===== src/hdl/bcpc_pkg.sv =====
package bcpc_pkg;

	localparam int TICK_W  = 16;
	localparam int COUNT_W = 4;
	localparam int CODE_W  = 3;
	localparam int CFG_IDX_W = 1;

	localparam logic [TICK_W-1:0]  LONG_TICKS_RESET  = 16'd1499;
	localparam logic [TICK_W-1:0]  SHORT_TICKS_RESET = 16'd499;
	localparam logic [COUNT_W-1:0] COUNT_MAX = 4'd15;

	localparam logic [CFG_IDX_W-1:0] REG_LONG_TIMEOUT  = 1'd0;
	localparam logic [CFG_IDX_W-1:0] REG_SHORT_TIMEOUT = 1'd1;

	localparam logic KIND_EDGE     = 1'b0;
	localparam logic KIND_TICK     = 1'b1;
	localparam logic LEVEL_PRESSED = 1'b0;

	localparam logic [CODE_W-1:0] EV_NONE       = 3'd0;
	localparam logic [CODE_W-1:0] EV_HOLD       = 3'd1;
	localparam logic [CODE_W-1:0] EV_CLICK      = 3'd2;
	localparam logic [CODE_W-1:0] EV_CLICK_HOLD = 3'd3;
	localparam logic [CODE_W-1:0] EV_DOUBLE     = 3'd4;
	localparam logic [CODE_W-1:0] EV_TRIPLE     = 3'd5;

	typedef struct packed {
		logic kind;
		logic level;
	} bcpc_item_t;

	typedef struct packed {
		logic              fire;
		logic [CODE_W-1:0] code;
	} bcpc_result_t;

	function automatic logic [CODE_W-1:0] classify(
		input logic [COUNT_W-1:0] presses,
		input logic [COUNT_W-1:0] releases
	);
		logic [CODE_W-1:0] code;
		code = EV_NONE;
		if (presses == 4'd1 && releases == 4'd0) code = EV_HOLD;
		if (presses == 4'd1 && releases == 4'd1) code = EV_CLICK;
		if (presses == 4'd2 && releases == 4'd1) code = EV_CLICK_HOLD;
		if (presses == 4'd2 && releases == 4'd2) code = EV_DOUBLE;
		if (presses == 4'd3 && releases == 4'd3) code = EV_TRIPLE;
		return code;
	endfunction

	function automatic logic [COUNT_W-1:0] sat_inc(input logic [COUNT_W-1:0] v);
		return (v == COUNT_MAX) ? COUNT_MAX : v + 4'd1;
	endfunction

endpackage


===== src/hdl/bcpc_tracker.sv =====
module bcpc_tracker
	import bcpc_pkg::*;
(
	input  logic                 clk,
	input  logic                 arst_n,
	input  logic                 step,
	input  bcpc_item_t           item,
	input  logic                 cfg_we,
	input  logic [CFG_IDX_W-1:0] cfg_index,
	input  logic [TICK_W-1:0]    cfg_data,
	output bcpc_result_t         result
);

	logic [TICK_W-1:0]  long_ticks_q;
	logic [TICK_W-1:0]  short_ticks_q;
	logic [COUNT_W-1:0] press_q;
	logic [COUNT_W-1:0] release_q;
	logic               collecting_q;
	logic [TICK_W-1:0]  remaining_q;

	logic [COUNT_W-1:0] press_d;
	logic [COUNT_W-1:0] release_d;
	logic               collecting_d;
	logic [TICK_W-1:0]  remaining_d;
	logic               fire;

	always_ff @(posedge clk or negedge arst_n) begin
		if (!arst_n) begin
			long_ticks_q  <= LONG_TICKS_RESET;
			short_ticks_q <= SHORT_TICKS_RESET;
		end else if (cfg_we) begin
			case (cfg_index)
				REG_LONG_TIMEOUT:  long_ticks_q  <= cfg_data;
				REG_SHORT_TIMEOUT: short_ticks_q <= cfg_data;
				default: ;
			endcase
		end
	end

	always_comb begin
		press_d      = press_q;
		release_d    = release_q;
		collecting_d = collecting_q;
		remaining_d  = remaining_q;
		fire         = 1'b0;
		if (item.kind == KIND_EDGE) begin
			if (item.level == LEVEL_PRESSED) begin
				press_d = sat_inc(press_q);
			end
			if (press_d == '0) begin
				// release with no press counted
				release_d = '0;
			end else begin
				if (item.level != LEVEL_PRESSED) begin
					release_d = sat_inc(release_q);
				end
				collecting_d = 1'b1;
				remaining_d  = collecting_q ? short_ticks_q : long_ticks_q;
			end
		end else if (collecting_q) begin
			if (remaining_q != '0) begin
				remaining_d = remaining_q - 16'd1;
			end else begin
				fire         = 1'b1;
				press_d      = '0;
				release_d    = '0;
				collecting_d = 1'b0;
			end
		end
	end

	always_ff @(posedge clk or negedge arst_n) begin
		if (!arst_n) begin
			press_q      <= '0;
			release_q    <= '0;
			collecting_q <= 1'b0;
			remaining_q  <= '0;
		end else if (step) begin
			press_q      <= press_d;
			release_q    <= release_d;
			collecting_q <= collecting_d;
			remaining_q  <= remaining_d;
		end
	end

	assign result.fire = fire;
	assign result.code = classify(press_q, release_q);

endmodule


===== src/hdl/button_click_pattern_classifier_core.sv =====
// Multi-click button classifier. Each input transfer is either a pin edge (tuser 0, level in
// tdata bit 0, 0 pressed) or a timer tick (tuser 1). Presses and releases are counted and,
// once the long or short timeout has run out on ticks, one event code is sent out (0 none,
// 1 hold, 2 click, 3 click-hold, 4 double, 5 triple). One transfer is taken every cycle; an
// item is registered on input and its result is registered on output. Input stalls only
// while a code waits on the output.
module button_click_pattern_classifier_core
	import bcpc_pkg::*;
(
	input  logic                 clk,
	input  logic                 arst_n,
	input  logic                 s_tvalid,
	output logic                 s_tready,
	input  logic [7:0]           s_tdata,   // [0] level, [7:1] zero
	input  logic [0:0]           s_tuser,   // [0] kind
	output logic                 m_tvalid,
	input  logic                 m_tready,
	output logic [7:0]           m_tdata,   // [2:0] event_code, [7:3] zero
	input  logic                 cfg_we,
	input  logic [CFG_IDX_W-1:0] cfg_index,
	input  logic [TICK_W-1:0]    cfg_data
);

	logic              valid_s1;
	bcpc_item_t        item_s1;
	logic              out_valid_q;
	logic [CODE_W-1:0] out_code_q;
	logic              advance;
	bcpc_result_t      result;

	assign advance  = valid_s1 && (!out_valid_q || m_tready);
	assign s_tready = !valid_s1 || advance;

	always_ff @(posedge clk or negedge arst_n) begin
		if (!arst_n) begin
			valid_s1 <= 1'b0;
		end else if (s_tready) begin
			valid_s1 <= s_tvalid;
		end
	end

	always_ff @(posedge clk) begin
		if (s_tready && s_tvalid) begin
			item_s1.kind  <= s_tuser[0];
			item_s1.level <= s_tdata[0];
		end
	end

	bcpc_tracker u_tracker (
		.clk       (clk),
		.arst_n    (arst_n),
		.step      (advance),
		.item      (item_s1),
		.cfg_we    (cfg_we),
		.cfg_index (cfg_index),
		.cfg_data  (cfg_data),
		.result    (result)
	);

	always_ff @(posedge clk or negedge arst_n) begin
		if (!arst_n) begin
			out_valid_q <= 1'b0;
		end else if (advance && result.fire) begin
			out_valid_q <= 1'b1;
		end else if (m_tready) begin
			out_valid_q <= 1'b0;
		end
	end

	always_ff @(posedge clk) begin
		if (advance && result.fire) begin
			out_code_q <= result.code;
		end
	end

	assign m_tvalid = out_valid_q;
	assign m_tdata  = {5'd0, out_code_q};

endmodule


===== config.mk =====
export PLATFORM = sky130hd
export DESIGN_NAME = button_click_pattern_classifier_core
export DESIGN_NICKNAME = d
export VERILOG_FILES = /design/src/hdl/bcpc_pkg.sv /design/src/hdl/bcpc_tracker.sv /design/src/hdl/button_click_pattern_classifier_core.sv
export SDC_FILE = /design/constraint.sdc
export NUM_CORES = 1
export LEC_CHECK = 0
export ABC_AREA = 1
export BUFFER_PORTS_ARGS = -buffer_cell sky130_fd_sc_hd__buf_2
export CAP_MARGIN = 0
export CORE_MARGIN = 3
export CORE_UTILIZATION = 55
export DETAILED_ROUTE_END_ITERATION = 12
export HOLD_SLACK_MARGIN = 0.06
export MAX_ROUTING_LAYER = met4
export PLACE_DENSITY = 0.76
export SYNTH_ARGS = -nofsm -noshare
export SYNTH_HDL_FRONTEND = slang
export SYNTH_SLANG_ARGS = --single-unit

===== constraint.sdc =====
create_clock -name clk -period 4.3 [get_ports clk]
set_input_delay 1.29 -clock clk [delete_from_list [all_inputs] [get_ports clk]]
set_output_delay 1.29 -clock clk [all_outputs]
set_load 0.05 [all_outputs]

==> results.json, run 1 <==
{
  "synth_area_um2": 3647,
  "ctsResizeCount": 0,
  "io_buffers": 28,
  "synthArstFlopShare_pct": 92.19,
  "vias": 3182,
  "antenna_found_initial": 0,
  "tns_ps": 0,
  "hold_slack_ps": 483.2,
  "final_layout_size_suffix_gt1_share_pct": 15.07,
  "die_y_um": 87.44,
  "max_stage_delay_ps": 230,
  "skew_ps": 7.680,
  "power_leakage_nw": 2.059,
  "synth_common_cells": "nand2_1 (172), nor2_1 (57), o21ai_0 (53)",
  "drc": 0,
  "syn_area_per_cell_um2": 7.294,
  "fp.dieArea_um2": 7645,
  "fmax_mhz": 325.5,
  "design_area_um2": 3986,
  "fp-row-count": 29,
  "cpMaxStageDelayCell": "buf_2",
  "tritoncts": "built",
  "root_buffer": "clkbuf_8",
  "yosys.area.top_type": "dfrtp_1",
  "die_w_um": 87.44,
  "path_clk_slew_ps": 70,
  "grt_pass1_vias": 3054,
  "ctsHoldBuffers": 0,
  "cts_buffers": 9,
  "cp-start-kind": "input port",
  "slew_headroom_pct": 36.44,
  "final_nets": 566,
  "min_period_over_period_pct": 71.46,
  "fin_crit_ps": 3073,
  "placed_cell_area_um2": 3795,
  "power_mw": 2.218,
  "powerDensity_nw_per_um2": 556.4,
  "min_path_type": "reg -> reg",
  "worst_slew_pin_slew_ps": 953.5,
  "grt.total_usage_pct": 22.76,
  "dpl.hpwl_um": 5334,
  "place_congestion": 0.9041,
  "drt_iter0_drc": 165,
  "status": "complete, no violations",
  "worstPathArrival_ps": 1780,
  "max-vdd-ir-drop_mv": 0.3412,
  "grt_max_degree": 43,
  "path_delay_family": "buffers and inverters",
  "criticalPathCategory": "in -> out",
  "clockBufferDepth": 2,
  "synth.top_cells.by_area": "dfrtp_1 (30%), nand2_1 (18%), dfstp_2 (11%)",
  "cpMostUsedCell": "buf_2",
  "synth_edf_count": 5,
  "drtAntennaViolNets": 0,
  "n_antenna_cell": 0,
  "report.final.slew_viol_count": 0,
  "synth_cell_types": 33,
  "synth.most_common_cell": "nand2_1",
  "grt_overflow": 0,
  "min_from": "u_tracker.short_ticks_q[14]",
  "grt_pass1_wl_um": 13240,
  "setup_viol": 0,
  "clock-sinks": 64,
  "core_um2": 6386,
  "ys_ff_latch": 64,
  "num_io_pins": 41,
  "start_util_pct": 57.11,
  "grt_setup_unrepaired": "false",
  "area_growth_pct": 9.297,
  "cp_max_fo": 3,
  "synthFlopType": "dfrtp_1",
  "crit_start": "m_tready",
  "crit_buf_inv": 3,
  "routed_via_density": 5.234,
  "fill_cells": 601,
  "required_ps": 3010,
  "clock_latency_ps": 340,
  "wirelength_um": 7590,
  "yosysSeqAreaShare_pct": 45.11,
  "cts_setup_buffers": 0,
  "finalHoldViolations": 0,
  "synth.top_cell.area_share_pct": 30.19,
  "drv_cap": 0,
  "wire_per_inst_um": 12.48,
  "cts_max_level": 3,
  "yosysWarnings": 0,
  "path_cells": "buf_2, inv_1, nand3_1, buf_2",
  "drt_first_pass_iters": 5,
  "rr_startpoint": "u_tracker.collecting_q",
  "crit_path_end_kind": "output port",
  "synth_cells": 500
}
-- through the flow --
| step | worst slack [ps] | cells | utilization [%] |
|---|---|---|---|
| after detailed placement | 1227 | 592 | 59.42 |
| after CTS | 1227 | 608 | 62.42 |
| after global routing | 1180 | 608 | 62.42 |
| after global placement | 1232 | 592 | 59.42 |
| final | 1227 | 608 | 62.42 |
| after floorplan | 1260 | 504 | - |
-- metal layers --
layer	global-route usage [%]	routed length, µm	up-vias
met4	9.763	153	0
met5	-	0	-
met3	4.163	374	13
met1	28.46	3505	1475
met2	36.16	3557	83
li1	-	-	1611
-- flip-flops by register name, summed over array words and instances (netlist names) --
| signal | flops |
|---|---|
| item_s1 | 2 |
| m_tvalid | 1 |
| out_code_q | 3 |
| u_tracker.collecting_q | 1 |
| u_tracker.long_ticks_q | 16 |
| u_tracker.press_q | 4 |
| u_tracker.release_q | 4 |
| u_tracker.remaining_q | 16 |
| u_tracker.short_ticks_q | 16 |
| valid_s1 | 1 |
-- worst paths after layout --
check                                              end  slack (ps)  cells past startpoint
setup reg to reg              u_tracker.remaining_q[7]        2220                     10
setup / recovery                              s_tready        1230                      4
hold reg to reg            u_tracker.short_ticks_q[14]         480                      2
hold / removal             u_tracker.short_ticks_q[14]         480                      2
min in group asynchronous                     valid_s1        1090                      1
max in group asynchronous   u_tracker.long_ticks_q[10]        2330                      2
-- power breakdown --
part	leakage, nW	switching [mW]	internal [mW]
clock	0.0936	0.228	0.283
combinational	1.21	0.520	0.277
sequential	0.756	0.150	0.760
total	2.06	0.898	1.32
-- cell usage in the layout, fill, tap and decap left out --
cell          n
clkbuf_8     10
nand2_1     172
nor3_1        2
bufinv_16     1
o21ai_0      53
buf_4         2
o22ai_1       2
dfstp_2      15
edfxtp_1      5
nor2_4        1
conb_1        5
a21oi_2       1
ha_1          9
nand3_1      28
o21bai_1      4
inv_1        51
xor2_1        1
nand2_8       1
clkbuf_1      3
clkinv_2      1
nor2_1       57
nand2_2       3
o21ai_1       4
dfrtp_1      44
o21ai_2       3
clkinvlp_4    1
nand4_1       3
xnor2_1       2
inv_2         7
nor2_2        3
buf_2        28
nand3_2       2
a21oi_1       6
nand4_2       1
-- cell type report --
type	count	area (µm²)	area share (%)
multi-input combinational	363	1680	42.15
sequential	64	1645	41.27
inverter	58	217.7	5.461
timing repair buffer	30	155.1	3.892
clock buffer	13	148.9	3.735
tap	77	96.34	2.417
clock inverter	3	42.54	1.067
-- logic make-up (layout without fill, tap and decap cells) --
| family | Yosys count | in the layout | share of synthesized area [%] |
|---|---|---|---|
| fa+ha+maj | 9 | 9 | 3.088 |
| xor+xnor | 3 | 3 | 0.7205 |
| compound gates | 73 | 73 | 10.77 |
| buf+inv | 77 | 104 | 9.228 |
| simple gates | 273 | 273 | 30.98 |
| flops | 64 | 64 | 45.11 |
| other cells | 1 | 5 | 0.1028 |
-- worst min-delay path, stage by stage, from the launching register on --
cell and delay, ps:
dfrtp_1 340, nand2_1 50, o21ai_0 60
(Power assumes the default switching activity.)
==> run 2, diff against run 1 <==
--- a/config.mk
+++ b/config.mk
@@ -5,7 +5,7 @@
 export SDC_FILE = /design/constraint.sdc
 export NUM_CORES = 1
 export LEC_CHECK = 0
-export ABC_AREA = 1
+export ABC_AREA = 0
 export BUFFER_PORTS_ARGS = -buffer_cell sky130_fd_sc_hd__buf_2
 export CAP_MARGIN = 0
 export CORE_MARGIN = 3
==> constraint.sdc (replaced) <==
create_clock -name clk -period 3.05 [get_ports clk]
set_input_delay 0.915 -clock clk [delete_from_list [all_inputs] [get_ports clk]]
set_output_delay 0.915 -clock clk [all_outputs]
set_load 0.05 [all_outputs]
==> run 2 against run 1 <==
  * Highest routed layer unchanged
  * Setup slack worse by 970 ps
  * Register-to-register slack worse by 2000 ps
  * Critical path type is now reg -> reg
  * Global-route usage up 0.19 points
  * Largest cell class unchanged
  * Synthesized area down 1.9%
  * Largest power group unchanged
  * Hold slack worse by 39 ps
==> results.json, run 2 <==
{
  "cts_max_level": 3,
  "slew_headroom_pct": 45.40,
  "vias": 2768,
  "ys_ff_latch": 64,
  "powerDensity_nw_per_um2": 673.2,
  "required_ps": 3240,
  "final_nets": 413,
  "cts_setup_buffers": 0,
  "clockBufferDepth": 2,
  "n_antenna_cell": 0,
  "power_leakage_nw": 1.733,
  "syn_area_per_cell_um2": 10.53,
  "fp-row-count": 28,
  "layout_common_cells": "dfrtp_1 (44), mux2_2 (39), buf_2 (28), nor2_1 (21), a21oi_1 (21)",
  "wire_per_inst_um": 16.45,
  "drv_cap": 0,
  "start_util_pct": 58.72,
  "criticalPathCategory": "reg -> reg",
  "synth_area_um2": 3580,
  "core_um2": 6096,
  "grt_setup_unrepaired": "false",
  "tritoncts": "built",
  "ctsHoldBuffers": 0,
  "synthFlopType": "dfrtp_1",
  "fmax_mhz": 358.0,
  "r2r-end": "u_tracker.remaining_q[5]",
  "place_ws_ps": 372.4,
  "worst_slack_ps": 256.7,
  "clock-sinks": 64,
  "drtAntennaViolNets": 0,
  "synthArstFlopShare_pct": 92.19,
  "tns_ps": 0,
  "grt_pass1_wl_um": 13100,
  "switching_share_pct": 33.03,
  "grt.total_usage_pct": 22.95,
  "seqPwrFrac_pct": 45.4,
  "dpl.hpwl_um": 5217,
  "synth_cell_types": 58,
  "synth.top_cell.area_share_pct": 30.76,
  "setup_viol": 0,
  "ctsResizeCount": 0,
  "clock_power_share_pct": 30.4,
  "drc": 0,
  "p_switching_uw": 895.2,
  "power.internal_mw": 1.815,
  "min_period_over_period_pct": 91.58,
  "report.final.slew_viol_count": 0,
  "grt_pass1_vias": 2767,
  "cp-start-kind": "flop",
  "synth.most_common_cell": "dfrtp_1",
  "root_buffer": "clkbuf_8",
  "wirelength_um": 7452,
  "drt_first_pass_iters": 4,
  "die_y_um": 86.68,
  "crit_path_end_kind": "flop",
  "fin_crit_ps": 2793,
  "yosysSeqAreaShare_pct": 45.96,
  "skew_ps": 8.177,
  "worstRegToRegCells": 8,
  "grt_max_degree": 35,
  "fp.dieArea_um2": 7513,
  "yosys.area.top_type": "dfrtp_1",
  "min_path_type": "in -> async",
  "synth_edf_count": 5,
  "regToRegSetupSlack_ps": 260,
  "reg_top3": "u_tracker.long_ticks_q: 16 flops, u_tracker.remaining_q: 16 flops, u_tracker.short_ticks_q: 16 flops",
  "synth.top_cells.by_area": "dfrtp_1 (31%), mux2_2 (12%), dfstp_2 (11%)",
  "cts_buffers": 9,
  "drt_iter0_drc": 141,
  "worstPathArrival_ps": 2980,
  "path_clk_slew_ps": 70,
  "clock_latency_ps": 340,
  "synth_common_cells": "dfrtp_1 (44), mux2_2 (39), a21oi_1 (21), nor2_1 (21), nand2_1 (18)",
  "yosysWarnings": 0,
  "status": "complete, no violations",
  "io_buffers": 28,
  "cp_max_fo": 7,
  "p_comb_share_pct": 24.2,
  "mostFrequentLayoutCell": "dfrtp_1",
  "final_layout_size_suffix_gt1_share_pct": 30.95,
  "grt_overflow": 0,
  "max-vdd-ir-drop_mv": 0.5756,
  "area_growth_pct": 12.44,
  "finalHoldViolations": 0,
  "routed_via_density": 6.110,
  "num_io_pins": 41,
  "die_w_um": 86.68,
  "synth_cells": 340,
  "rr_startpoint": "u_tracker.press_q[0]",
  "worst_slew_pin_slew_ps": 798.4,
  "antenna_found_initial": 0,
  "place_congestion": 0.8891
}
## run 2: changes by cell type after synthesis, moves of 9 or more
cell,delta
nand2_1,-154
o21ai_0,-45
inv_1,-39
mux2_2,+39
nor2_1,-36
a21oi_1,+15
nand3_1,-11
mux2i_1,+9
## run 2: cell type report
class                      count  area [µm²]
inverter                      12       45.04
multi-input combinational    249        1808
sequential                    64        1645
timing repair buffer          37       207.7
tap                           75       93.84
clock buffer                   9       123.9
clock inverter                 7       101.3
fill                         499        2071
## run 2: cell families (layout without fill, tap and decap cells)
family          count (synthesis)  in the layout  share of synthesized area [%]
buf+inv                        31             65                          3.950
simple gates                  104            104                          16.01
mux                            48             48                          14.79
compound gates                 83             83                          16.04
fa+ha+maj                       9              9                          3.146
other cells                     1              5                         0.1048
flops                          64             64                          45.96
## run 2: worst max path at each step
stage / startpoint / end / slack (ps) / cells past startpoint
final: u_tracker.press_q[0] / u_tracker.remaining_q[5] / 260 / 8
after global routing: u_tracker.press_q[0] / u_tracker.remaining_q[5] / 100 / 8
after global placement: u_tracker.press_q[0] / u_tracker.remaining_q[5] / 500 / 8
after CTS: u_tracker.press_q[0] / u_tracker.remaining_q[5] / 310 / 8
after floorplan: m_tready / s_tready / 740 / 1
after detailed placement: u_tracker.press_q[0] / u_tracker.remaining_q[5] / 370 / 8
## run 2: power groups by stage
stage / Sequential, mW / Combinational [mW] / Clock (mW)
floorplan: 1.19 / 0.521 / 0
global placement: 1.23 / 0.626 / 0
detailed placement: 1.24 / 0.650 / 0
CTS: 1.23 / 0.655 / 0.839
global route: 1.26 / 0.742 / 0.876
finish: 1.23 / 0.655 / 0.824
## run 2: metal layers
metal | track usage, % | routed length (µm)
met1 | 29.00 | 3406
met2 | 36.23 | 3538
met3 | 5.228 | 372
met5 | - | 0
met4 | 8.357 | 133
## run 2: critical path: stages (launching register included)
cell	delay, ps
dfrtp_1	450
inv_1	70
ha_1	330
nor3b_1	150
a21oi_1	130
a2bb2oi_1	460
nor2_1	220
a2111oi_0	760
a221oi_2	50
## run 2: through the flow
stage | instance area (µm²) | power (mW) | util [%] | hold WS [ps] | std cells
2_1_floorplan | 3595 | 1.714 | - | 464.0 | 344
3_3_place_gp | 3800 | 1.857 | 62.34 | 481.3 | 437
3_5_place_dp | 3800 | 1.890 | 62.34 | 489.5 | 437
4_1_cts | 4025 | 2.720 | 66.03 | 438.0 | 453
5_1_grt | 4025 | 2.881 | 66.03 | 445.6 | 453
6_report | 4025 | 2.710 | 66.03 | 444.4 | 453
==> run 3, diff against run 2 <==
--- a/config.mk
+++ b/config.mk
@@ -8,12 +8,14 @@
 export ABC_AREA = 0
 export BUFFER_PORTS_ARGS = -buffer_cell sky130_fd_sc_hd__buf_2
 export CAP_MARGIN = 0
+export CELL_PAD_IN_SITES_DETAIL_PLACEMENT = 1
+export CELL_PAD_IN_SITES_GLOBAL_PLACEMENT = 1
 export CORE_MARGIN = 3
-export CORE_UTILIZATION = 55
+export CORE_UTILIZATION = 40
 export DETAILED_ROUTE_END_ITERATION = 12
 export HOLD_SLACK_MARGIN = 0.06
 export MAX_ROUTING_LAYER = met4
-export PLACE_DENSITY = 0.76
+export PLACE_DENSITY_LB_ADDON = 0.1
 export SYNTH_ARGS = -nofsm -noshare
 export SYNTH_HDL_FRONTEND = slang
 export SYNTH_SLANG_ARGS = --single-unit
==> run 3 against run 2 <==
  * Hold slack better by 62 ps
  * Setup slack better by 100 ps
  * Total power up 6.9%
  * Clock skew up 3.4 ps
  * Sequential share of layout area down 0.98 points
  * Non-clock buffer count down 1
  * Maximum frequency up 3.7%
  * Routed wire length up 15%
  * Critical path type unchanged
  * Sequential power about the same
  * Critical endpoint is now u_tracker.remaining_q[0]
==> results.json, run 3 (same netlist as run 2, synthesis figures left out) <==
{
  "status": "complete, no violations",
  "regToRegSetupSlack_ps": 360,
  "die_y_um": 100.6,
  "skew_ps": 11.59,
  "p_switching_uw": 904.9,
  "fmax_mhz": 371.2,
  "grt_overflow": 0,
  "final_layout_size_suffix_gt1_share_pct": 30.77,
  "grt_pass1_wl_um": 14340,
  "clock_latency_ps": 340,
  "dpl.hpwl_um": 6069,
  "p_comb_share_pct": 23.0,
  "final_nets": 412,
  "worst_slew_pin_slew_ps": 968.7,
  "mostFrequentLayoutCell": "dfrtp_1",
  "cp-start-kind": "flop",
  "rr_startpoint": "u_tracker.press_q[0]",
  "reg_top3": "u_tracker.long_ticks_q: 16 flops, u_tracker.remaining_q: 16 flops, u_tracker.short_ticks_q: 16 flops",
  "grt_setup_unrepaired": "false",
  "path_clk_slew_ps": 70,
  "ctsHoldBuffers": 0,
  "min_period_over_period_pct": 88.32,
  "cts_setup_buffers": 0,
  "io_buffers": 28,
  "clockBufferDepth": 2,
  "vias": 2756,
  "grt.total_usage_pct": 18.51,
  "report.final.slew_viol_count": 0,
  "fin_crit_ps": 2694,
  "setup_viol": 0,
  "die_w_um": 100.6,
  "drtAntennaViolNets": 0,
  "layout_common_cells": "dfrtp_1 (44), mux2_2 (39), buf_2 (28), nor2_1 (21), a21oi_1 (21)",
  "powerDensity_nw_per_um2": 702.4,
  "max-vdd-ir-drop_mv": 0.3443,
  "switching_share_pct": 31.24,
  "hold_depth": 1,
  "power_leakage_nw": 1.758,
  "crit_path_end_kind": "flop",
  "core_um2": 8464,
  "cts_buffers": 9,
  "design_area_um2": 4124,
  "worstRegToRegCells": 6,
  "seqPwrFrac_pct": 42.6,
  "tns_ps": 0,
  "min_path_type": "reg -> reg",
  "tritoncts": "built",
  "grt_max_degree": 35,
  "r2r-end": "u_tracker.remaining_q[0]",
  "grt_pass1_vias": 2857,
  "fp.dieArea_um2": 10120,
  "wirelength_um": 8579,
  "min_from": "u_tracker.long_ticks_q[2]",
  "clock-sinks": 64,
  "area_growth_pct": 15.20,
  "whs_endpoint": "u_tracker.long_ticks_q[2]",
  "cts_max_level": 3,
  "routed_via_density": 5.718,
  "n_antenna_cell": 0,
  "fp-row-count": 33,
  "ctsResizeCount": 0,
  "slew_headroom_pct": 35.03,
  "drc": 0,
  "power.internal_mw": 1.992,
  "wire_per_inst_um": 17.80,
  "required_ps": 3280,
  "num_io_pins": 41,
  "finalHoldViolations": 0,
  "placed_cell_area_um2": 3842,
  "drt_iter0_drc": 106,
  "power_mw": 2.897,
  "cp_max_fo": 12,
  "drv_cap": 0,
  "worstPathArrival_ps": 2920,
  "place_congestion": 0.7828,
  "start_util_pct": 42.29,
  "clock_power_share_pct": 34.4,
  "criticalPathCategory": "reg -> reg",
  "drt_first_pass_iters": 4,
  "root_buffer": "clkbuf_8",
  "antenna_found_initial": 0
}
-- run 3: changes by cell type in the layout (fill, tap and decap cells not counted) --
cell       previous run  this run
buf_12                0         1
inv_6                 2         0
bufinv_16             2         3
buf_4                 9         7
clkbuf_16             0         2
inv_4                 1         0
-- run 3: stage by stage --
stage	hold slack [ps]	utilization, %	worst slack (ps)	cells
2_1_floorplan	464.0	-	736.7	344
3_3_place_gp	481.9	45.40	414.9	466
3_5_place_dp	490.1	45.40	311.7	466
4_1_cts	508.9	48.72	283.2	482
5_1_grt	523.0	48.72	70.97	482
6_report	506.1	48.72	356.3	482
-- run 3: how the worst max path moves through the flow --
stage                         start                        to  depth (start not counted)
2_1_floorplan              m_tready                  s_tready                          1
3_3_place_gp   u_tracker.press_q[0]  u_tracker.remaining_q[0]                          6
3_5_place_dp   u_tracker.press_q[0]  u_tracker.remaining_q[0]                          6
4_1_cts        u_tracker.press_q[0]  u_tracker.remaining_q[0]                          6
5_1_grt        u_tracker.press_q[0]  u_tracker.remaining_q[0]                          6
6_report       u_tracker.press_q[0]  u_tracker.remaining_q[0]                          6
-- run 3: layout make-up --
| class | instances | area, µm² |
|---|---|---|
| Fill cell | 922 | 4340 |
| Multi-Input combinational cell | 249 | 1808 |
| Sequential cell | 64 | 1645 |
| Timing Repair Buffer | 36 | 212.7 |
| Clock buffer | 11 | 173.9 |
| Tap cell | 105 | 131.4 |
| Clock inverter | 5 | 107.6 |
| Inverter | 12 | 45.04 |
-- run 3: metal layers --
layer	global-route usage [%]	up-vias	routed length, µm
met2	30.43	32	4289
met4	6.736	0	135
li1	-	1323	-
met5	-	-	0
met1	22.74	1388	3974
met3	3.391	13	181
-- run 3: power by group through the flow --
stage | registers (mW) | logic, mW | clock network, mW
floorplan | 1.19 | 0.521 | 0
global placement | 1.24 | 0.651 | 0
detailed placement | 1.25 | 0.674 | 0
CTS | 1.23 | 0.676 | 1.02
global route | 1.26 | 0.754 | 1.06
finish | 1.23 | 0.666 | 0.997
-- run 3: worst max-delay path, stage by stage, from the launching register on --
cell       delay [ps]
dfrtp_1           470
ha_1              300
nor4bb_1          390
a2bb2oi_1         230
o31ai_2           820
nor3_1            110
a211o_1           260
